`config.mk`:
```
export PLATFORM = sky130hd
export DESIGN_NAME = pef_front_flat
export DESIGN_NICKNAME = d
export VERILOG_FILES = /design/src/rtl/pef_pkg.sv /design/src/rtl/pef_intf.sv /design/src/rtl/pef_front.sv /design/src/flat_wrapper.sv
export VERILOG_INCLUDE_DIRS = /design/src /design/src/rtl
export SDC_FILE = /design/constraint.sdc
export NUM_CORES = 1
export LEC_CHECK = 0
export ABC_AREA = 1
export BUFFER_PORTS_ARGS = -buffer_cell sky130_fd_sc_hd__buf_2
export CORE_ASPECT_RATIO = 1.2
export CORE_MARGIN = 1
export CORE_UTILIZATION = 30
export CTS_CLUSTER_SIZE = 28
export DETAILED_ROUTE_END_ITERATION = 10
export PLACE_DENSITY = 0.57
export SLEW_MARGIN = 25
export SYNTH_ARGS = -nofsm -noshare
export SYNTH_HDL_FRONTEND = slang
export SYNTH_SLANG_ARGS = --single-unit
```
`constraint.sdc`:
```
create_clock -name clk_i -period 3.5 [get_ports clk_i]
set_input_delay 0.7 -clock clk_i [delete_from_list [all_inputs] [get_ports clk_i]]
set_output_delay 0.7 -clock clk_i [all_outputs]
set_load 0.02 [all_outputs]
```
`src/rtl/assert_macros.svh`:
```
// assertion helpers shared by the rtl
`ifndef ASSERT_MACROS_SVH
`define ASSERT_MACROS_SVH

// checked on every rising edge of clk_i while rst_ni is high
`define ASSERT_RST(label, prop, msg) \
  label: assert property (@(posedge clk_i) disable iff (!rst_ni) prop) else $error(msg);

// checked on every rising edge of clk_i, also during reset
`define ASSERT_ANY(label, prop, msg) \
  label: assert property (@(posedge clk_i) prop) else $error(msg);

`endif

```
`src/rtl/pef_pkg.sv`:
```
package pef_pkg;

  localparam int MAX_WIDTH  = 1024;
  localparam int MAX_HEIGHT = 4096;

  localparam int COL_W = 10;
  localparam int ROW_W = 12;
  localparam int CHAN_W = 8;

  localparam int CFG_IDX_W    = 8;
  localparam int CFG_DATA_W   = 16;
  localparam int CFG_WIDTH_W  = 11;
  localparam int CFG_HEIGHT_W = 13;

  localparam int IMAGE_WIDTH_RST  = 640;
  localparam int IMAGE_HEIGHT_RST = 480;

  localparam int QUEUE_DEPTH = 4;
  localparam int QPTR_W      = $clog2(QUEUE_DEPTH);
  localparam int QCNT_W      = $clog2(QUEUE_DEPTH + 1);

  typedef logic [COL_W-1:0]  col_t;
  typedef logic [ROW_W-1:0]  row_t;
  typedef logic [CHAN_W-1:0] chan_t;
  typedef logic [QPTR_W-1:0] qptr_t;
  typedef logic [QCNT_W-1:0] qcnt_t;

  localparam col_t  COL_LAST_RST = col_t'(IMAGE_WIDTH_RST - 1);
  localparam row_t  ROW_LAST_RST = row_t'(IMAGE_HEIGHT_RST - 1);
  localparam qcnt_t QDEPTH       = qcnt_t'(QUEUE_DEPTH);

  typedef enum logic [CFG_IDX_W-1:0] {
    REG_IMAGE_WIDTH  = 8'd0,
    REG_IMAGE_HEIGHT = 8'd1
  } cfg_reg_e;

  typedef struct packed {
    chan_t red;
    chan_t green;
    chan_t blue;
  } pixel_t;

  // one classified pixel travelling from front to back
  typedef struct packed {
    pixel_t pix;
    col_t   col;
    row_t   row;
    logic   border;
    logic   interior;
    logic   done;
  } item_t;

endpackage

```
`src/rtl/pef_intf.sv`:
```
interface pef_pix_if import pef_pkg::*; ();
  logic  valid;
  logic  ready;
  chan_t in_red;
  chan_t in_green;
  chan_t in_blue;

  modport source (output valid, output in_red, output in_green, output in_blue,
                  input ready);
  modport sink   (input valid, input in_red, input in_green, input in_blue,
                  output ready);
endinterface


interface pef_cfg_if import pef_pkg::*; ();
  logic                  valid;
  logic                  ready;
  logic [CFG_IDX_W-1:0]  index;
  logic [CFG_DATA_W-1:0] data;

  modport source (output valid, output index, output data, input ready);
  modport sink   (input valid, input index, input data, output ready);
endinterface

```
`src/rtl/pef_front.sv`:
```
`include "assert_macros.svh"

module pef_front import pef_pkg::*; (
  input  logic          clk_i,
  input  logic          rst_ni,
  pef_cfg_if.sink       cfg_i,
  pef_pix_if.sink       pix_i,
  output logic          push_valid_o,
  output item_t         push_item_o,
  input  logic          push_ready_i
);

  col_t col_q, col_d, col_last_q, col_last_d;
  row_t row_q, row_d, row_last_q, row_last_d;
  logic accept;
  logic at_col_last, at_row_last;

  function automatic col_t width_last(logic [CFG_WIDTH_W-1:0] w);
    col_t r;
    if (w == '0) begin
      r = '0;
    end else if (w > CFG_WIDTH_W'(MAX_WIDTH)) begin
      r = col_t'(MAX_WIDTH - 1);
    end else begin
      r = col_t'(w - 1'b1);
    end
    return r;
  endfunction

  function automatic row_t height_last(logic [CFG_HEIGHT_W-1:0] h);
    row_t r;
    if (h == '0) begin
      r = '0;
    end else if (h > CFG_HEIGHT_W'(MAX_HEIGHT)) begin
      r = row_t'(MAX_HEIGHT - 1);
    end else begin
      r = row_t'(h - 1'b1);
    end
    return r;
  endfunction

  assign cfg_i.ready  = 1'b1;
  assign pix_i.ready  = push_ready_i;
  assign push_valid_o = pix_i.valid;
  assign accept       = pix_i.valid & push_ready_i;

  assign at_col_last = (col_q == col_last_q);
  assign at_row_last = (row_q == row_last_q);

  always_comb begin
    push_item_o.pix.red   = pix_i.in_red;
    push_item_o.pix.green = pix_i.in_green;
    push_item_o.pix.blue  = pix_i.in_blue;
    push_item_o.col       = col_q;
    push_item_o.row       = row_q;
    push_item_o.border    = (col_q == '0) | (row_q == '0) | at_col_last | at_row_last;
    push_item_o.interior  = (col_q >= col_t'(2)) & (row_q >= row_t'(2));
    push_item_o.done      = at_col_last & at_row_last;
  end

  always_comb begin
    col_d      = col_q;
    row_d      = row_q;
    col_last_d = col_last_q;
    row_last_d = row_last_q;
    if (cfg_i.valid) begin
      case (cfg_reg_e'(cfg_i.index))
        REG_IMAGE_WIDTH: begin
          col_last_d = width_last(cfg_i.data[CFG_WIDTH_W-1:0]);
          col_d      = '0;
          row_d      = '0;
        end
        REG_IMAGE_HEIGHT: begin
          row_last_d = height_last(cfg_i.data[CFG_HEIGHT_W-1:0]);
          col_d      = '0;
          row_d      = '0;
        end
        default: ;
      endcase
    end else if (accept) begin
      if (at_col_last) begin
        col_d = '0;
        row_d = at_row_last ? '0 : row_q + 1'b1;
      end else begin
        col_d = col_q + 1'b1;
      end
    end
  end

  always_ff @(posedge clk_i or negedge rst_ni) begin
    if (!rst_ni) begin
      col_q      <= '0;
      row_q      <= '0;
      col_last_q <= COL_LAST_RST;
      row_last_q <= ROW_LAST_RST;
    end else begin
      col_q      <= col_d;
      row_q      <= row_d;
      col_last_q <= col_last_d;
      row_last_q <= row_last_d;
    end
  end

  `ASSERT_RST(a_pos_in_frame, (col_q <= col_last_q) && (row_q <= row_last_q), "position outside frame")

endmodule

```
`src/flat_wrapper.sv`:
```
// flat-port wrapper written by rule: the top's interface ports become plain ports
module pef_front_flat import pef_pkg::*;
  (clk_i, rst_ni, push_valid_o, push_item_o, push_ready_i, cfg_i_valid, cfg_i_index, cfg_i_data, cfg_i_ready, pix_i_valid, pix_i_in_red, pix_i_in_green, pix_i_in_blue, pix_i_ready);
  pef_cfg_if cfg_i_i ();
  pef_pix_if pix_i_i ();
  input  logic clk_i;
  input  logic rst_ni;
  output logic push_valid_o;
  output item_t push_item_o;
  input  logic push_ready_i;
  input wire logic [$bits(cfg_i_i.valid)-1:0] cfg_i_valid;
  input wire logic [$bits(cfg_i_i.index)-1:0] cfg_i_index;
  input wire logic [$bits(cfg_i_i.data)-1:0] cfg_i_data;
  output wire logic [$bits(cfg_i_i.ready)-1:0] cfg_i_ready;
  input wire logic [$bits(pix_i_i.valid)-1:0] pix_i_valid;
  input wire logic [$bits(pix_i_i.in_red)-1:0] pix_i_in_red;
  input wire logic [$bits(pix_i_i.in_green)-1:0] pix_i_in_green;
  input wire logic [$bits(pix_i_i.in_blue)-1:0] pix_i_in_blue;
  output wire logic [$bits(pix_i_i.ready)-1:0] pix_i_ready;
  assign cfg_i_i.valid = cfg_i_valid;
  assign cfg_i_i.index = cfg_i_index;
  assign cfg_i_i.data = cfg_i_data;
  assign cfg_i_ready = cfg_i_i.ready;
  assign pix_i_i.valid = pix_i_valid;
  assign pix_i_i.in_red = pix_i_in_red;
  assign pix_i_i.in_green = pix_i_in_green;
  assign pix_i_i.in_blue = pix_i_in_blue;
  assign pix_i_ready = pix_i_i.ready;
  pef_front u_core (.clk_i(clk_i), .rst_ni(rst_ni), .cfg_i(cfg_i_i), .pix_i(pix_i_i), .push_valid_o(push_valid_o), .push_item_o(push_item_o), .push_ready_i(push_ready_i));
endmodule
```
* Yosys cells after proc, flatten, opt, wreduce, memory -nomap -nowiden
Index checks and enable logic that the tools add are counted.
** Word-level totals
- Flip-flop bits (word level) :: 44
- Latch bits :: 0
- RAM bits :: 0
- Memory bits (read-only) :: 0
- Input bits :: 53
- Output and inout bits :: 52
- Logic and storage cells :: 47
- Memories kept :: 0
** Operators by class
- Add/sub/neg operators :: 4
- Multiply operators :: 0
- Divide/modulo/power cells :: 0
- $lt $le $gt $ge :: 4
- Equality and inequality tests :: 4
- Shift operators :: 0
- Muxes and demuxes :: 13
- Bitwise operators :: 6
- Reductions and logical operators :: 12
** Operators with widths (number)
- $mux 12 :: 7
- $mux 10 :: 6
- $gt 13x13->1 const B :: 1
- $logic_not 13->1 :: 1
- $add 12x1->12 const B :: 1
- $eq 12x12->1 :: 1
- $ge 12x2->1 const B :: 1
- $logic_not 12->1 :: 1
- $sub 12x1->12 const B :: 1
- $gt 11x11->1 const B :: 1
- $logic_not 11->1 :: 1
- $add 10x1->10 const B :: 1
- $eq 10x10->1 :: 1
- $ge 10x2->1 const B :: 1
- $logic_not 10->1 :: 1
- $sub 10x1->10 const B :: 1
- $eq 8x1->1 const B :: 1
- $logic_not 8->1 :: 1
- $reduce_and 2->1 :: 3
- $reduce_bool 2->1 :: 2
- $and 1x1->1 :: 3
- $or 1x1->1 :: 3
- $reduce_and 3->1 :: 1
- $ne 2x2->1 const B :: 1
- $reduce_or 2->1 :: 1

* Longest topological paths before layout
- Depth after elaboration :: 5
- Depth in mapped cells :: 13

* Worst setup path after synthesis
OpenSTA, ideal clock, no wires.
- Kind :: reg-to-output
- From :: register u_core.row_q[0]
- To :: output push_item_o[0] (netlist bit)
- Arrival :: 1.510 ns
- Path slack :: 1.290 ns
- Cell stages (with the launch flop) :: 9
- Path buffers :: 1
- Cells stage by stage :: dfrtp_1 > inv_1 > nand2_1 > nand2_1 > nand2_1 > nor2_1 > nand3_1 > buf_2 > nor2_1
** RTL lines
- start: declaration :: RTL line pef_front.sv:14 : row_t row_q, row_d, row_last_q, row_last_d;
- start signal: assignment :: RTL line pef_front.sv:98 : row_q <= row_d;
- end: declaration :: RTL line flat_wrapper.sv:9 : output item_t push_item_o;

==> impl_metrics.ini <==
[run_status]
run_status = completed

[power_and_ir_drop]
power_report.internal_total_w = 0.00113
max_vdd_drop_mv = 0.218
power_w = 0.00192
pwr-share-seq_pct = 39.0
p_clk_share_pct = 25.7
power.switching_w = 0.000782
power.density_cell_area_nw_per_um2 = 507
pwr-share-comb_pct = 35.3
power.static_leakage_nw = 2.00
sw_frac_of_total_pct = 40.8

[synthesis]
postSynth.asyncResetShare_pct = 100
synth_top_flop_cell = dfrtp_1
postSynthNetCount = 589
synth_cell_type_count = 30
seq_area_frac_synth_pct = 32.3
postSynthCellCount = 528
synth.cell_area_sq_um = 3470
syn-mean-instance-area_sq_um = 6.58
synth.ff_latch_count = 44
warnings_from_yosys = 0
number_of_enable_type_register_cells_in_the_synthesized_netlist = 0

[final_layout]
most_frequent_standard_cell_in_the_layout_excluding_fill_and_tap_cells = nand2_1
n_antenna_cell = 0
num-nets-final = 608
area_growth_syn_to_layout_pct = 8.94
drive_above_1_share_pct = 16.2
final_cell_mix = 189 x nand2_1, 65 x inv_1, 52 x nor2_1, 51 x buf_2, 41 x o21ai_0
layout.filler_cells = 1212

[grt]
grt_max_degree = 45
vias_in_the_first_global_route = 2974
grt_remaining_overflow = 0
global_route.usage.total_pct = 14.4
antenna_violations_before_repair = 0
global_route_wire_length_before_repair_mm = 14.0

[timing]
fin_skew_ps = 5.50
rsz0062_at_grt = no
slew-limit-headroom_pct = 56.7
tns_ps = 0
timing_worst_slew_pin_value_ps = 650
min_period_ps = 2740
final.hold.worst_slack_ps = 399
setup-violations-final = 0
final.period_utilization_pct = 78.4
maxClockFrequency_ghz = 0.364
timing_hold_violations_final = 0
timing_max_transition_violations_final = 0

[floorplan]
die-height_um = 120
dieWidth_um = 100
row_count = 42
start_util_pct = 31.2
die_area_sq_um = 12000
io_pins = 105
fp.coreArea_sq_um = 11100

[placed_design]
dp_hpwl_mm = 6.37
gp_routability_congestion = 0.874
numPortBuffers = 52

[detailed_routing]
vias_per_cell = 4.53
drt_iter0_drc = 144
wl_met1_mm = 3.73
detail_route.drc_violations = 0
antenna_left = 0
routed.top_layer = met4
met3RoutedLength_um = 328
route.final.wire_length_mm = 8.27
drt_wl_cell_um = 11.8
drt_pre_antenna_iters = 4
dr_total_vias = 3179
met2WireLength_mm = 4.09

[job]
max_cap_viol_count = 0

[min_path]
min-delay-path-class = in -> async

[cts]
cts.sinks = 44
clkSlewWorstSetupHoldPaths_ps = 70
max-clock-path-buffers = 2
clock_tree.htree_level_count = 2
holdBufCountCts = 0
clockRootBuffer = clkbuf_16
tritoncts.num_buffers = 5
cts_post_setup_buffers_inserted = 0
postCtsResizedCells = 0
worst_skew_pair.late_latency_ps = 290
cts_tree = done

[worst_setup_path]
timing.critical_path.cells = inv_1 -> nand2_1 -> nand2_1 -> nand2_1 -> nor2_1 -> nand3_1 -> nand4_1 -> buf_2
worst_setup_path_end_kind = output pin
slowest_library_cell_on_the_worst_path = dfrtp_1
crit_path_max_incr_delay_ps = 460
critPathTopFamily = simple AND/OR/NAND/NOR gates
timing.critical_path.fanout_max = 14
cp_num_buf_inv = 2
critical_path.startpoint_type = flip-flop
critical_path_arrival_ps = 2040
r2r_slack_ps = 1420
timing.critical_path.required_ps = 2800
critPathKind = reg -> out
crit_top_cell = nand2_1
[kinds of logic (layout without fill, tap and decap cells)]
kind of cell    after synthesis  in the layout  share of synthesized area (%)
flops                        44             44                           32.3
buf+inv                     110            130                           16.2
fa+ha+maj                     8              8                           2.88
simple gates                293            293                           35.1
other cells                   1              1                          0.108
compound gates               46             46                           6.92
xor+xnor                     26             26                           6.56
[path summary, 6_finish.rpt]
check / start / to / cells past startpoint
max: u_core.row_q[0]$_DFFE_PN0P_ / push_item_o[2] / 8
min: rst_ni / u_core.row_q[9]$_DFFE_PN0P_ / 1
max reg2reg: u_core.col_q[4]$_DFFE_PN0P_ / u_core.row_q[11]$_DFFE_PN0P_ / 7
min reg2reg: u_core.col_last_q[6]$_DFFE_PN1P_ / u_core.col_last_q[6]$_DFFE_PN1P_ / 2
max in group asynchronous: rst_ni / u_core.col_q[2]$_DFFE_PN0P_ / 1
min in group clk_i: u_core.col_last_q[6]$_DFFE_PN1P_ / u_core.col_last_q[6]$_DFFE_PN1P_ / 2
[metrics by stage]
stage | util [%] | instance area [sq um] | cells | setup slack [ps]
6_report | 34.0 | 3780 | 702 | 756
5_1_grt | 34.0 | 3780 | 702 | 541
3_3_place_gp | 32.5 | 3630 | 694 | 1060
4_1_cts | 33.9 | 3780 | 702 | 739
3_5_place_dp | 32.5 | 3630 | 694 | 1060
2_1_floorplan | - | 3470 | 528 | 1290
[power groups by stage]
stage	logic, W	clock network, W	registers, W
CTS	0.000684	0.000505	0.000748
detailed placement	0.000681	0	0.000754
floorplan	0.000476	0	0.000778
global placement	0.000668	0	0.000753
finish	0.000676	0.000493	0.000747
global route	0.000768	0.000523	0.000767
[flip-flops by register name, summed over array words and instances, names as in the netlist]
register / flops
u_core.col_q: 10
u_core.col_last_q: 10
u_core.row_q: 12
u_core.row_last_q: 12
[cell type report]
| cell class | count | area, sq um | area share (%) |
|---|---|---|---|
| clock inverter | 2 | 15.0 | 0.397 |
| timing repair buffer | 52 | 263 | 6.95 |
| multi-input combinational | 374 | 1790 | 47.3 |
| tap | 154 | 193 | 5.09 |
| inverter | 70 | 263 | 6.95 |
| clock buffer | 6 | 139 | 3.67 |
| sequential | 44 | 1120 | 29.6 |
[cells in the mapped netlist, drive strengths merged (2+ instances only)]
library cell,count,share of area [%]
clkbuf,2,0.22
nand4,12,2.2
inv,70,7.6
nor3,4,0.58
buf,38,8.4
dfstp,16,12
o21ai,41,5.9
nand3b,5,1.1
xnor2,10,2.5
a21oi,3,0.54
nand2,192,21
nand3,23,3.5
dfrtp,28,20
ha,8,2.9
xor2,16,4.0
nor2,55,6.3
[layer usage]
layer | vias up | track usage, %
li1 | 1630 | -
met1 | 1468 | 17.6
met2 | 73 | 25.0
met3 | 8 | 2.68
met4 | 0 | 5.07
met5 | - | 0
Note: power is estimated with default switching activity, not from simulation.
