[src/rtl/assert_macros.svh]
// assertion helpers shared by the rtl
`ifndef ASSERT_MACROS_SVH
`define ASSERT_MACROS_SVH

// checked on every rising edge of clk_i while rst_ni is high
`define ASSERT_RST(label, prop, msg) \
  label: assert property (@(posedge clk_i) disable iff (!rst_ni) prop) else $error(msg);

// checked on every rising edge of clk_i, also during reset
`define ASSERT_ANY(label, prop, msg) \
  label: assert property (@(posedge clk_i) prop) else $error(msg);

`endif

[src/rtl/pef_pkg.sv]
package pef_pkg;

  localparam int MAX_WIDTH  = 1024;
  localparam int MAX_HEIGHT = 4096;

  localparam int COL_W = 10;
  localparam int ROW_W = 12;
  localparam int CHAN_W = 8;

  localparam int CFG_IDX_W    = 8;
  localparam int CFG_DATA_W   = 16;
  localparam int CFG_WIDTH_W  = 11;
  localparam int CFG_HEIGHT_W = 13;

  localparam int IMAGE_WIDTH_RST  = 640;
  localparam int IMAGE_HEIGHT_RST = 480;

  localparam int QUEUE_DEPTH = 4;
  localparam int QPTR_W      = $clog2(QUEUE_DEPTH);
  localparam int QCNT_W      = $clog2(QUEUE_DEPTH + 1);

  typedef logic [COL_W-1:0]  col_t;
  typedef logic [ROW_W-1:0]  row_t;
  typedef logic [CHAN_W-1:0] chan_t;
  typedef logic [QPTR_W-1:0] qptr_t;
  typedef logic [QCNT_W-1:0] qcnt_t;

  localparam col_t  COL_LAST_RST = col_t'(IMAGE_WIDTH_RST - 1);
  localparam row_t  ROW_LAST_RST = row_t'(IMAGE_HEIGHT_RST - 1);
  localparam qcnt_t QDEPTH       = qcnt_t'(QUEUE_DEPTH);

  typedef enum logic [CFG_IDX_W-1:0] {
    REG_IMAGE_WIDTH  = 8'd0,
    REG_IMAGE_HEIGHT = 8'd1
  } cfg_reg_e;

  typedef struct packed {
    chan_t red;
    chan_t green;
    chan_t blue;
  } pixel_t;

  // one classified pixel travelling from front to back
  typedef struct packed {
    pixel_t pix;
    col_t   col;
    row_t   row;
    logic   border;
    logic   interior;
    logic   done;
  } item_t;

endpackage

[src/rtl/pef_queue.sv]
`include "assert_macros.svh"

module pef_queue import pef_pkg::*; (
  input  logic  clk_i,
  input  logic  rst_ni,
  input  logic  push_valid_i,
  input  item_t push_item_i,
  output logic  push_ready_o,
  output logic  pop_valid_o,
  output item_t pop_item_o,
  input  logic  pop_ready_i
);

  item_t slot_q [QUEUE_DEPTH];
  qptr_t wr_ptr_q, rd_ptr_q;
  qcnt_t count_q;
  logic  push, pop;

  assign push_ready_o = (count_q != QDEPTH);
  assign pop_valid_o  = (count_q != '0);
  assign pop_item_o   = slot_q[rd_ptr_q];
  assign push         = push_valid_i & push_ready_o;
  assign pop          = pop_valid_o & pop_ready_i;

  always_ff @(posedge clk_i) begin
    if (push) begin
      slot_q[wr_ptr_q] <= push_item_i;
    end
  end

  always_ff @(posedge clk_i or negedge rst_ni) begin
    if (!rst_ni) begin
      wr_ptr_q <= '0;
      rd_ptr_q <= '0;
      count_q  <= '0;
    end else begin
      if (push) begin
        wr_ptr_q <= wr_ptr_q + 1'b1;
      end
      if (pop) begin
        rd_ptr_q <= rd_ptr_q + 1'b1;
      end
      case ({push, pop})
        2'b10:   count_q <= count_q + 1'b1;
        2'b01:   count_q <= count_q - 1'b1;
        default: ;
      endcase
    end
  end

  `ASSERT_RST(a_count_bound, count_q <= QDEPTH, "queue count above depth")
  `ASSERT_RST(a_ptr_gap, (count_q == QDEPTH) || (qptr_t'(count_q) == qptr_t'(wr_ptr_q - rd_ptr_q)), "queue pointers disagree with count")

endmodule

[config.mk]
export PLATFORM = sky130hd
export DESIGN_NAME = pef_queue
export DESIGN_NICKNAME = d
export VERILOG_FILES = /design/src/rtl/pef_pkg.sv /design/src/rtl/pef_queue.sv
export VERILOG_INCLUDE_DIRS = /design/src /design/src/rtl
export SDC_FILE = /design/constraint.sdc
export NUM_CORES = 1
export LEC_CHECK = 0
export BUFFER_PORTS_ARGS = -buffer_cell sky130_fd_sc_hd__buf_2
export CORE_ASPECT_RATIO = 0.75
export CORE_MARGIN = 1
export CORE_UTILIZATION = 45
export CTS_BUF_LIST = sky130_fd_sc_hd__clkbuf_16
export DETAILED_ROUTE_END_ITERATION = 8
export PLACE_DENSITY = 0.65
export SYNTH_ARGS = -nofsm -noshare
export SYNTH_HDL_FRONTEND = slang
export SYNTH_SLANG_ARGS = --single-unit
[constraint.sdc]
create_clock -name clk_i -period 4.82 [get_ports clk_i]
set_input_delay 0.241 -clock clk_i [delete_from_list [all_inputs] [get_ports clk_i]]
set_output_delay 0.241 -clock clk_i [all_outputs]
set_load 0.01 [all_outputs]
Word level (Yosys, flattened, before mapping)
Memory sizes are Yosys's and may differ from the RTL's.
Cells that the tools add are included.
{ "word_totals": {"register_bits": 7, "ram_bits": 196, "input_bits": 53, "output_inout_bits": 51, "word_cells": 18, "mem_count": 1} }
{ "mem_list": {"columns": ["memory", "words", "width", "rd", "rd_clocked_by_memory_dff", "write_ports", "line", "rtl"], "rows": [
  ["slot_q", 4, 49, 1, 0, 1, "pef_queue.sv:14", "item_t slot_q [QUEUE_DEPTH];"]
]} }
{ "op_classes": {"n_addsub": 4, "n_eq_ne": 3, "mux": 3, "bitwise": 2, "n_reduce_logical": 2} }
{ "op_table": {"columns": ["cell", "count"], "rows": [
  ["3-bit one-hot mux with 2 select lines", 1],
  ["2-bit by 1-bit adder with 2-bit output, second input constant", 2],
  ["3-bit by 1-bit adder with 3-bit output, second input constant", 1],
  ["3-bit != test, second input constant", 1],
  ["3-bit nonzero test", 1],
  ["3-bit by 1-bit subtractor with 3-bit output, second input constant", 1],
  ["1-bit bitwise AND", 2],
  ["2-bit by 1-bit == test with 1-bit output, second input constant", 1],
  ["2-bit == test, second input constant", 1],
  ["1-bit two-way mux", 2],
  ["2-bit nonzero test", 1]
]} }

Longest topological paths before layout
Gate-level depths: netlist of run 1.
{ "depth": {"depth_word": 4, "mapped_depth": 9, "mapped_depth_nobuf": 9} }

Worst setup path before layout of run 1
OpenSTA, ideal clock, no wires.
{ "synth_path": {"path_type": "reg2reg", "start": "register count_q[0]", "end": "register count_q[2]", "setup_ns": 0.079, "t_arrival_ns": 2.002, "required_time_ns": 4.741, "path_slack_ns": 2.739, "path_stages_with_launch": 10, "path_buffers": 0, "synth_period_minus_slack_ns": 2.081, "cell_sequence": "dfrtp_1 or3b_4 and2_4 inv_1 ha_1 inv_1 fa_1 xor2_1 nor2_1 xor2_1"} }
{ "synth_via": {"elab_chain_len": 4, "word_cells_on_any_way": 10, "cone_classes": "2 x add/sub; 3 x eq/ne; 1 x mux; 2 x bitwise; 2 x reduce/logical"} }
{ "synth_rtl": {"columns": ["element", "line", "rtl"], "rows": [
  ["from (decl)", "pef_queue.sv:16", "qcnt_t count_q;"],
  ["from (signal assigned)", "pef_queue.sv:44", "2'b10: count_q <= count_q + 1'b1;"],
  ["from (signal assigned)", "pef_queue.sv:45", "2'b01: count_q <= count_q - 1'b1;"],
  ["3-bit != test (*)", "pef_queue.sv:19", "assign push_ready_o = (count_q != QDEPTH);"],
  ["net push_ready_o", "pef_queue.sv:8", "output logic push_ready_o,"],
  ["1-bit bitwise AND (*)", "pef_queue.sv:22", "assign push = push_valid_i & push_ready_o;"],
  ["2-bit by 1-bit == test with 1-bit output or 2-bit == test (tied branches)", "pef_queue.sv:43", "case ({push, pop})"],
  ["3-bit one-hot mux with 2 select lines or 2-bit nonzero test (tied branches)", null, null]
]} }
Mark *: on every way through the listed nets, which the timed path passes. The rest lies on a longest branch.
A chain may end at the register's enable or synchronous reset.

==> results of run 1 <==
## flip-flops by register name, indices dropped and copies added (netlist names)
name      cells
rd_ptr_q      2
count_q       3
wr_ptr_q      2
slot_q      196
## layout make-up
cell class / instances / area, µm² / share of cell area, %
clock buffer: 19 / 475 / 5.10
clock inverter: 12 / 106 / 1.14
tap: 210 / 263 / 2.82
timing repair buffer: 158 / 1050 / 11.3
inverter: 6 / 22.5 / 0.242
sequential: 203 / 6070 / 65.0
multi-input combinational: 73 / 1340 / 14.4
## routing by layer
layer	vias to the layer above	share of wire [%]
met3	21	6.4
met2	104	49
met4	0	1.8
met5	-	0
li1	1574	-
met1	1785	43
## what timing repair did
| action | 4_1_cts | 5_1_grt |
|---|---|---|
| buffers inserted | 0 | 0 |
| hold buffers | 50 | 0 |
| hold endpoints to repair | 203 | 0 |
## cell usage after synthesis (all sizes together), types with 3 or more instances
cell,number
and3,4
buf,7
clkbuf,5
dfrtp,7
edfxtp,196
ha,5
inv,6
mux4,49
xnor2,3
xor2,3
## through the flow
| stage | util (%) | worst slack [ps] |
|---|---|---|
| final | 57.9 | 2140 |
| after floorplan | - | 2740 |
| after detailed placement | 51.1 | 2560 |
| after CTS | 57.9 | 2030 |
| after global routing | 57.9 | 1940 |
| after global placement | 51.1 | 2570 |
## placed cells by master (no fill, tap or decap), types with 2 or more instances in the layout
master / synthesis / routed
sky130_fd_sc_hd__dfrtp_1: 7 / 5
sky130_fd_sc_hd__buf_4: 1 / 5
sky130_fd_sc_hd__buf_2: 6 / 103
sky130_fd_sc_hd__bufinv_16: 0 / 2
sky130_fd_sc_hd__clkinv_1: 0 / 5
sky130_fd_sc_hd__xnor2_1: 3 / 3
sky130_fd_sc_hd__xor2_1: 3 / 3
sky130_fd_sc_hd__and3_2: 4 / 4
sky130_fd_sc_hd__inv_1: 6 / 7
sky130_fd_sc_hd__ha_1: 5 / 5
sky130_fd_sc_hd__edfxtp_1: 196 / 196
sky130_fd_sc_hd__dlygate4sd3_1: 0 / 50
sky130_fd_sc_hd__clkinv_2: 0 / 3
sky130_fd_sc_hd__clkbuf_16: 0 / 19
sky130_fd_sc_hd__mux4_2: 49 / 49
## report_power, final
part,switching [µW],total [µW],internal [µW]
logic,697,1440,741
registers,252,2590,2340
clock network,596,1420,821
total,1540,5440,3900
## how the worst max path moves through the flow
stage               slack (ps)  cells past startpoint              to
finish                    2140                      2  pop_item_o[12]
global route              1940                      2  pop_item_o[12]
CTS                       2030                      2  pop_item_o[12]
detailed placement        2560                      2  pop_item_o[12]
global placement          2570                      2  pop_item_o[28]
floorplan                 2740                      9      count_q[2]
## worst max-delay path: stages, from the launching register on
cell	delay (ps)
sky130_fd_sc_hd__dfrtp_4	1130
sky130_fd_sc_hd__mux4_2	640
sky130_fd_sc_hd__buf_2	160
## logic make-up (layout without fill, tap and decap cells)
group,Yosys count,after routing,share of synthesized area [%]
DFF,203,203,81.0
muxes,51,51,15.1
buffers and inverters,18,195,1.05
and+or+nand+nor,9,9,0.870
adders and majority gates,6,6,1.10
xor gates and xnor gates,6,6,0.703
AOI/OAI and AO/OA,1,1,0.134
==> reports/qor_table.md, run 1 <==
| Metric | This run |
|---|---|
| Status | finished clean |
| Final Wtd Congestion | 0.679 |
| Transition time at the pin with the least slew margin | 1040 ps |
| Number of different library cells in the post-synthesis netlist | 20 |
| Via density per instance | 5.12 |
| Overall routing resource usage | 15.9% |
| Final hold violations | 0 |
| Count of endpoints failing setup in the final report | 0 |
| H-tree levels | 1 |
| Worst clock skew | 8.38 ps |
| Post-Layout Cell Count | 681 |
| Number of resized instances in the post-cts repair step | 0 |
| Routed wire length per instance | 19.2 µm |
| Worst hold-check path type | in -> async |
| Pin count of the biggest net entering global routing | 52 |
| Worst max-slew margin expressed relative to the limit | 30.5% |
| Placed wire-length estimate after detailed placement | 7.31 mm |
| Worst hold margin | 115 ps |
| Maximum frequency from static timing analysis | 0.373 GHz |
| CTS Sinks | 203 |
| Skew-Pair Late Insertion Delay | 490 ps |
| Max-cap viol count | 0 |
| Total routed wirelength | 13.1 mm |
| Post-synth EDFFs | 196 |
| Pins Over Slew Limit | 0 |
| Worst EP required | 4580 ps |
| Crit. End Element | output port |
| Area overhead of the layout relative to synthesis | 24.7% |
| Met1 usage | 20.9% |
| Total standard cell area after synthesis | 7480 µm² |
| Unrepaired setup endpoints after global routing | false |
| Met2 usage | 26.7% |
| Global route total overflow | 0 |
| Number of standard cells after synthesis | 294 |
| Portion of synthesized cell area occupied by the leading cell type | 78.7% |
| Clock root buffer | sky130_fd_sc_hd__clkbuf_16 |
| Launching element type of the critical path | flip-flop |
| Global route hottest layer | met2 |
| Reg-to-reg startpoint | count_q[0] |
| Boundary pin count | 104 |
| Post-Route Setup TNS | 0 ps |
| Critical path class | reg -> out |
| Routing usage on met3 | 3.88% |
| WP data arrival | 2440 ps |
| Dominant register cell in the synthesized netlist | sky130_fd_sc_hd__edfxtp_1 |
| Warnings from Yosys | 0 |
| Max IR drop VDD | 0.393 mV |
| Buffer depth of the longest clock path | 3 |
| Wire length of the first global-routing pass | 20.2 mm |
| Origin of the worst setup path | rd_ptr_q[0] |
| Final standard cell area without fillers | 9330 µm² |
| Die Y-Extent | 114 µm |
| Number of global-route vias before repair | 3727 |
| First DRT Iteration DRCs | 176 |
| Net count after synthesis | 353 |
| Tcrit/Tclk final | 55.6% |
| Number of fill cells | 1189 |
| Worst-path maximum fanout | 51 |
| R2R cell count | 9 |
| Pleak | 0.00326 µW |
| Final critical-path required period | 2680 ps |
| Number of CTS-inserted buffers | 19 |
| Antenna Cells | 0 |
| Core ar. | 16100 µm² |
| Final net count | 520 |
| Total Power Consumption | 5440 µW |
| Port buffer count | 103 |
| Mean post-synth cell area | 25.4 µm² |
| Overall die width | 151 µm |
| Via total after detailed routing | 3484 |
| Antenna-violating nets left | 0 |
| Placed cell count | 600 |
| Cell Pwr Density | 584 nW/µm² |
| Endpoint of the lowest-slack register-to-register path | count_q[2] |
| Effective utilization at floorplan | 46.4% |
| Share of layout cells above drive strength 1 | 41.0% |
| Post-route DRC violation count | 0 |
| Drt pass-1 iters | 4 |
| Area of placed instances | 8240 µm² |
| Setup slack on the worst flop-to-flop path | 2620 ps |
| Cell types with the largest area share after synthesis | sky130_fd_sc_hd__edfxtp_1 (79%), sky130_fd_sc_hd__mux4_2 (15%), sky130_fd_sc_hd__dfrtp_1 (2.3%) |
| Clock input transition at the sequential cells of the worst setup and hold paths | 60 ps |
| Fraction of registers with async set/reset | 3.45% |
| Row count | 40 |
| Die Outline Area | 17100 µm² |
| CTS tree | yes |
| Largest area contributor in the netlist | sky130_fd_sc_hd__edfxtp_1 |
| Synthesis-stage register bit count | 203 |
| Antenna violations before repair | 0 |
| Sequential element share of the synthesized area | 81.0% |
Note: power is estimated with default switching activity, not from simulation.
==> run 2: changes to the inputs <==
- clock period: 4.82 -> 2.75 ns (I/O delays scaled with it)
==> run 2 against run 1 <==
  * Sequential share of layout area fell by 1.2 points
  * Final area rose by 1.9%
  * Total power increased by 80%
  * Critical path depth increased by 1
  * Worst hold slack got worse by 74 ps
  * Routed wire length rose by 3.5%
==> reports/qor_table.md, run 2 (synthesis gave the netlist of run 1 again) <==
| Metric | This run | Change |
|---|---|---|
| Antenna Cells | 0 | unchanged |
| Global route hottest layer | met2 |  |
| Reg-to-reg startpoint | count_q[0] |  |
| Status | finished clean |  |
| Core ar. | 16100 µm² | unchanged |
| Final Wtd Congestion | 0.685 | +0.99% |
| CTS tree | yes |  |
| Pins Over Slew Limit | 0 | unchanged |
| Antenna violations before repair | 0 | unchanged |
| Number of flip-flops in the largest register | 196 | unchanged |
| Endpoint of the lowest-slack register-to-register path | count_q[2] |  |
| Antenna-violating nets left | 0 | unchanged |
| Leading registers by flop count | slot_q (196), count_q (3) |  |
| Setup slack on the worst flop-to-flop path | 540 ps | -2080 ps |
| Post-Place Worst Slack | 544 ps | -2020 ps |
| Wire length of the first global-routing pass | 20.7 mm | +2.5% |
| Routing usage on met3 | 4.08% | +0.20 points |
| Die Y-Extent | 114 µm | unchanged |
| Share of layout cells above drive strength 1 | 41.9% | +0.88 points |
| Most common cell after layout, fill and taps aside | sky130_fd_sc_hd__edfxtp_1 |  |
| Port buffer count | 103 | unchanged |
| Internal power | 7000 µW | +80% |
| Switch Pwr | 2790 µW | +81% |
| Final standard cell area without fillers | 9510 µm² | +1.9% |
| Worst EP required | 2610 ps | -1970 ps |
| Logic gate share of total power | 28.8% | +2.4 points |
| Most flops, register | slot_q |  |
| Max-cap viol count | 0 | unchanged |
| Post-Layout Cell Count | 695 | +2.1% |
| Buffer depth of the longest clock path | 3 | unchanged |
| CTS Sinks | 203 | unchanged |
| First DRT Iteration DRCs | 177 | +0.57% |
| Number of global-route vias before repair | 3753 | +0.70% |
| Launching element type of the critical path | flip-flop |  |
| Met2 usage | 27.6% | +0.89 points |
| CP peak stage delay | 790 ps | -340 ps |
| Met1 usage | 21.3% | +0.36 points |
| Die Outline Area | 17100 µm² | unchanged |
| Critical path class | reg -> out |  |
| Final core area utilization | 59.0% | +1.1 points |
| Cell count of the worst hold path | 3 |  |
| Unrepaired setup endpoints after global routing | false |  |
| Drt pass-1 iters | 4 | unchanged |
| Via total after detailed routing | 3554 | +2.0% |
| Worst max-slew margin expressed relative to the limit | 62.6% | +32 points |
| R2R cell count | 9 | unchanged |
| Final WS setup | 317 ps | -1830 ps |
| Cell Pwr Density | 1030 nW/µm² | +76% |
| Pleak | 0.00335 µW | +2.7% |
| Transition time at the pin with the least slew margin | 562 ps | -482 ps |
| Tcrit/Tclk final | 88.5% |  |
| Placed wire-length estimate after detailed placement | 7.87 mm | +7.6% |
| Clock root buffer | sky130_fd_sc_hd__clkbuf_16 |  |
| Effective utilization at floorplan | 46.4% | unchanged |
| WP data arrival | 2300 ps | -140 ps |
| Final hold violations | 0 | unchanged |
| Post-Route Setup TNS | 0 ps | unchanged |
| Crit. End Element | output port |  |
| End point of the worst hold path | wr_ptr_q[0] |  |
| H-tree levels | 1 | unchanged |
| Part of the power in registers | 45.1% | -2.5 points |
| Area of placed instances | 8360 µm² | +1.4% |
| Sequence of cells on the critical path | buf_4 -> mux4_2 -> buf_2 |  |
| Area overhead of the layout relative to synthesis | 27.1% |  |
| Global route total overflow | 0 | unchanged |
| Maximum frequency from static timing analysis | 0.411 GHz |  |
| Most frequent cells in the layout | sky130_fd_sc_hd__edfxtp_1 (196), sky130_fd_sc_hd__buf_2 (103), sky130_fd_sc_hd__dlygate4sd3_1 (53), sky130_fd_sc_hd__mux4_2 (49), sky130_fd_sc_hd__clkbuf_16 (21) |  |
| Worst hold-check path type | in -> reg |  |
| Boundary pin count | 104 | unchanged |
| Clock network fraction of total power | 26.1% | about the same |
| Count of endpoints failing setup in the final report | 0 | unchanged |
| Number of resized instances in the post-cts repair step | 0 | unchanged |
| Total routed wirelength | 13.6 mm | +3.5% |
| Overall die width | 151 µm | unchanged |
| Placed cell count | 607 | +1.2% |
| Sw frac | 28.5% | +0.12 points |
| Final critical-path required period | 2430 ps |  |
| Clock input transition at the sequential cells of the worst setup and hold paths | 60 ps | about the same |
| Routed wire length per instance | 19.5 µm | +1.4% |
| Pin count of the biggest net entering global routing | 50 | -3.8% |
| Worst clock skew | 12.7 ps | +4.28 ps |
| Via density per instance | 5.11 | about the same |
| Launch point of the worst hold path | push_valid_i |  |
| Max IR drop VDD | 0.560 mV | +43% |
| Number of fill cells | 1215 | +2.2% |
| Final net count | 532 | +2.3% |
| Overall routing resource usage | 16.4% | +0.52 points |
| Post-route DRC violation count | 0 | unchanged |
| Number of CTS-inserted buffers | 21 | +2 |
| Slowest stage cell on the critical path | sky130_fd_sc_hd__dfrtp_4 |  |
| Skew-Pair Late Insertion Delay | 480 ps | about the same |
| Worst-path maximum fanout | 30 | -41% |
| Row count | 40 | unchanged |
## run 2: stage by stage
stage	hold slack (ps)	power, µW
5_1_grt	54.4	10300
3_3_place_gp	-28.8	7260
3_5_place_dp	-25.6	7330
6_report	40.6	9790
4_1_cts	32.7	9950
2_1_floorplan	-158	6150
## run 2: worst max path at each step
stage,startpoint,slack [ps],depth (start not counted),endpoint
after floorplan,count_q[0],670,9,count_q[2]
after global placement,count_q[0],630,9,count_q[2]
after detailed placement,count_q[0],540,9,count_q[2]
after CTS,rd_ptr_q[0],240,3,pop_item_o[46]
after global routing,rd_ptr_q[0],180,3,pop_item_o[46]
final,rd_ptr_q[0],320,3,pop_item_o[46]
## run 2: per-layer routing
layer	wire length [µm]	vias to the layer above
met5	0	-
met4	297	0
met3	880	26
met2	6600	101
met1	5780	1830
li1	-	1597
## run 2: final cells by class
cell class / count / area (µm²) / area share, %
timing repair buffer: 168 / 1200 / 12.6
tap: 210 / 263 / 2.76
clock inverter: 14 / 92.6 / 0.974
clock buffer: 21 / 526 / 5.53
sequential: 203 / 6070 / 63.8
inverter: 6 / 22.5 / 0.237
multi-input combinational: 73 / 1340 / 14.1
## run 2: critical path: cells and delay by family, from the launching register on
kind / cells / cell delay, ps
buffers and inverters: 2 / 460
flip-flops: 1 / 790
multiplexers: 1 / 550
## run 2: what timing repair did
action                                 in CTS  in global routing
buffers inserted                            0                  0
hold buffers                               53                  0
endpoints found under the hold margin     204                  0
## run 2: power groups by stage
stage,combinational (µW),clock [µW],sequential (µW)
after floorplan,1890,0,4260
after global placement,2800,0,4460
after detailed placement,2820,0,4500
after CTS,2900,2620,4440
after global routing,3070,2720,4510
final,2820,2550,4420
==> run 3: changes to the inputs <==
- BUFFER_PORTS_ARGS: -buffer_cell sky130_fd_sc_hd__buf_2 -> -buffer_cell sky130_fd_sc_hd__clkbuf_2
- RECOVER_POWER: unset -> 100
==> run 3 against run 2 <==
  * Core utilization shrank 1.1 points
  * First-iteration DRC count stayed put
  * Largest power group unchanged
  * Cell count decreased by 0.58%
  * Setup slack worse by 28 ps
==> reports/qor_table.md, run 3 (synthesis gave the netlist of run 1 again) <==
| Metric | This run | Change |
|---|---|---|
| Total routed wirelength | 13.3 mm | -2.2% |
| Setup slack on the worst flop-to-flop path | 290 ps | -250 ps |
| Critical path class | reg -> reg |  |
| Post-Route Setup TNS | 0 ps | unchanged |
| Final critical-path required period | 2460 ps | +27.9 ps |
| Worst hold margin | 21.7 ps | -18.9 ps |
| Port buffer count | 103 | unchanged |
| Unrepaired setup endpoints after global routing | false |  |
| Pin count of the biggest net entering global routing | 50 | unchanged |
| Final WS setup | 289 ps | -27.9 ps |
| Area overhead of the layout relative to synthesis | 24.7% |  |
| Switch Pwr | 2780 µW | -0.23% |
| Reg-to-reg startpoint | count_q[0] |  |
| Buffer depth of the longest clock path | 3 | unchanged |
| R2R cell count | 3 | -6 |
| Drt pass-1 iters | 4 | unchanged |
| Instance count on the critical path | 3 | unchanged |
| Worst hold-check path type | in -> reg |  |
| Final net count | 526 | -1.1% |
| Most common cell after layout, fill and taps aside | sky130_fd_sc_hd__edfxtp_1 |  |
| Final hold violations | 0 | unchanged |
| Cell count of the worst hold path | 3 | unchanged |
| Worst-path maximum fanout | 49 | +63% |
| Sum of buffers and inverters on the critical path | 1 | -1 |
| Pins Over Slew Limit | 0 | unchanged |
| Maximum frequency from static timing analysis | 0.406 GHz | -1.1% |
| CTS Sinks | 203 | unchanged |
| Share of layout cells above drive strength 1 | 20.2% | -22 points |
| Leading registers by flop count | slot_q (196), count_q (3) |  |
| Post-Place Worst Slack | 576 ps | +31.9 ps |
| Launching element type of the critical path | flip-flop |  |
| Sw frac | 28.7% | +0.25 points |
| Transition time at the pin with the least slew margin | 1470 ps | +907 ps |
| Via density per instance | 5.10 | -0.24% |
| CP peak stage delay | 790 ps | about the same |
| Clock root buffer | sky130_fd_sc_hd__clkbuf_16 |  |
| Antenna-violating nets left | 0 | unchanged |
| Sequence of cells on the critical path | or3b_1 -> and3_2 -> clkbuf_2 |  |
| Post-route DRC violation count | 0 | unchanged |
| Crit. End Element | flip-flop |  |
| Wire length of the first global-routing pass | 20.6 mm | -0.17% |
| Overall routing resource usage | 16.2% | -0.22 points |
| Overall die width | 151 µm | unchanged |
| Number of CTS-inserted buffers | 21 | unchanged |
| Most flops, register | slot_q |  |
| Worst max-slew margin expressed relative to the limit | 2.11% | -60 points |
| Pleak | 0.00307 µW | -8.5% |
| Row count | 40 | unchanged |
| Antenna violations before repair | 0 | unchanged |
| Origin of the worst setup path | count_q[0] |  |
| Part of the power in registers | 45.3% | +0.2 points |
| Global route total overflow | 0 | unchanged |
| Cell Pwr Density | 1040 nW/µm² | +0.77% |
| Status | finished clean |  |
| Tcrit/Tclk final | 89.5% | +1.0 points |
| Internal power | 6900 µW | -1.5% |
| Die Y-Extent | 114 µm | unchanged |
| Most frequent cells in the layout | sky130_fd_sc_hd__edfxtp_1 (196), sky130_fd_sc_hd__clkbuf_1 (98), sky130_fd_sc_hd__dlygate4sd3_1 (50), sky130_fd_sc_hd__mux4_2 (49), sky130_fd_sc_hd__clkbuf_16 (21) |  |
| Max-cap viol count | 0 | unchanged |
| Launch point of the worst hold path | pop_ready_i |  |
| Die Outline Area | 17100 µm² | unchanged |
| Skew-Pair Late Insertion Delay | 480 ps | about the same |
| Placed wire-length estimate after detailed placement | 7.65 mm | -2.8% |
| Core ar. | 16100 µm² | unchanged |
| Effective utilization at floorplan | 46.4% | unchanged |
| Postcts setup bufs | 0 | unchanged |
| Worst EP required | 2670 ps | +60 ps |
| First DRT Iteration DRCs | 177 | unchanged |
| Max IR drop VDD | 0.460 mV | -18% |
| Clock input transition at the sequential cells of the worst setup and hold paths | 60 ps | about the same |
| Worst clock skew | 9.80 ps | -2.86 ps |
| Boundary pin count | 104 | unchanged |
| Endpoint of the lowest-slack register-to-register path | slot_q[0][23] |  |
| Slowest stage cell on the critical path | sky130_fd_sc_hd__clkbuf_2 |  |
| H-tree levels | 1 | unchanged |
| Number of flip-flops in the largest register | 196 | unchanged |
| Antenna Cells | 0 | unchanged |
| Category of cells accounting for the largest share of critical-path delay | buffers and inverters |  |
| Final Wtd Congestion | 0.697 | +1.6% |
| Number of global-route vias before repair | 3867 | +3.0% |
| WP data arrival | 2380 ps | +80 ps |
| Clock network fraction of total power | 27.4% | +1.3 points |
| Via total after detailed routing | 3525 | -0.82% |
| Critical Path Sink | slot_q[0][23] |  |
| Logic gate share of total power | 27.3% | -1.5 points |
| CTS tree | yes |  |
| Count of endpoints failing setup in the final report | 0 | unchanged |
| Routed wire length per instance | 19.2 µm | -1.6% |
[run 3: cell count changes in the layout (fill, tap and decap cells not counted), sizes merged]
cell	previous run	this run
buf	115	8
bufinv	1	2
clkbuf	21	125
clkinv	8	4
clkinvlp	1	3
dlygate4sd3	53	50
inv	10	13
[run 3: worst min-delay path by stage]
stage / endpoint / slack, ps
floorplan: count_q[0] / -160
global placement: count_q[1] / -20
detailed placement: count_q[0] / -20
CTS: count_q[0] / 8
global route: rd_ptr_q[0] / 40
finish: rd_ptr_q[0] / 20
[run 3: stage by stage]
step | power, µW | std cells | instance area [µm²] | util (%)
after floorplan | 6150 | 294 | 7480 | -
after global placement | 7220 | 604 | 8320 | 51.6
after detailed placement | 7270 | 604 | 8320 | 51.6
after CTS | 10000 | 691 | 9480 | 58.8
after global routing | 10200 | 691 | 9330 | 57.9
final | 9690 | 691 | 9330 | 57.9
[run 3: worst reg2reg max path, stage by stage, from the launching register on]
cell and delay, ps:
sky130_fd_sc_hd__dfrtp_1 420, sky130_fd_sc_hd__or3b_1 440, sky130_fd_sc_hd__and3_2 240, sky130_fd_sc_hd__clkbuf_2 790
[run 3: cell type report]
class,count,area [µm²]
multi-input cells,73,1330
fillers,1237,6790
inverters,6,22.5
clock inverters,16,126
well taps,210,263
repair buffers,162,996
flip-flops and latches,203,6070
clock buffers,21,526
[run 3: routing by layer]
metal	up-vias	wire (µm)	share of wire, %	GRT usage, %
met4	0	288	2.2	4.13
li1	1591	-	-	-
met5	-	0	0	0
met1	1798	5610	42	21.5
met2	112	6450	49	26.8
met3	24	908	6.8	4.20
[run 3: timing repair]
action / in CTS / in global routing
setup endpoints to repair: 0 / 0
resized for setup: 0 / 0
endpoints found under the hold margin: 203 / 0
hold buffers: 50 / 0
[run 3: power groups by stage]
stage / Combinational, µW / Clock (µW) / Sequential (µW)
2_1_floorplan: 1890 / 0 / 4260
3_3_place_gp: 2790 / 0 / 4430
3_5_place_dp: 2810 / 0 / 4470
4_1_cts: 2870 / 2720 / 4410
5_1_grt: 2900 / 2810 / 4470
6_report: 2640 / 2650 / 4390
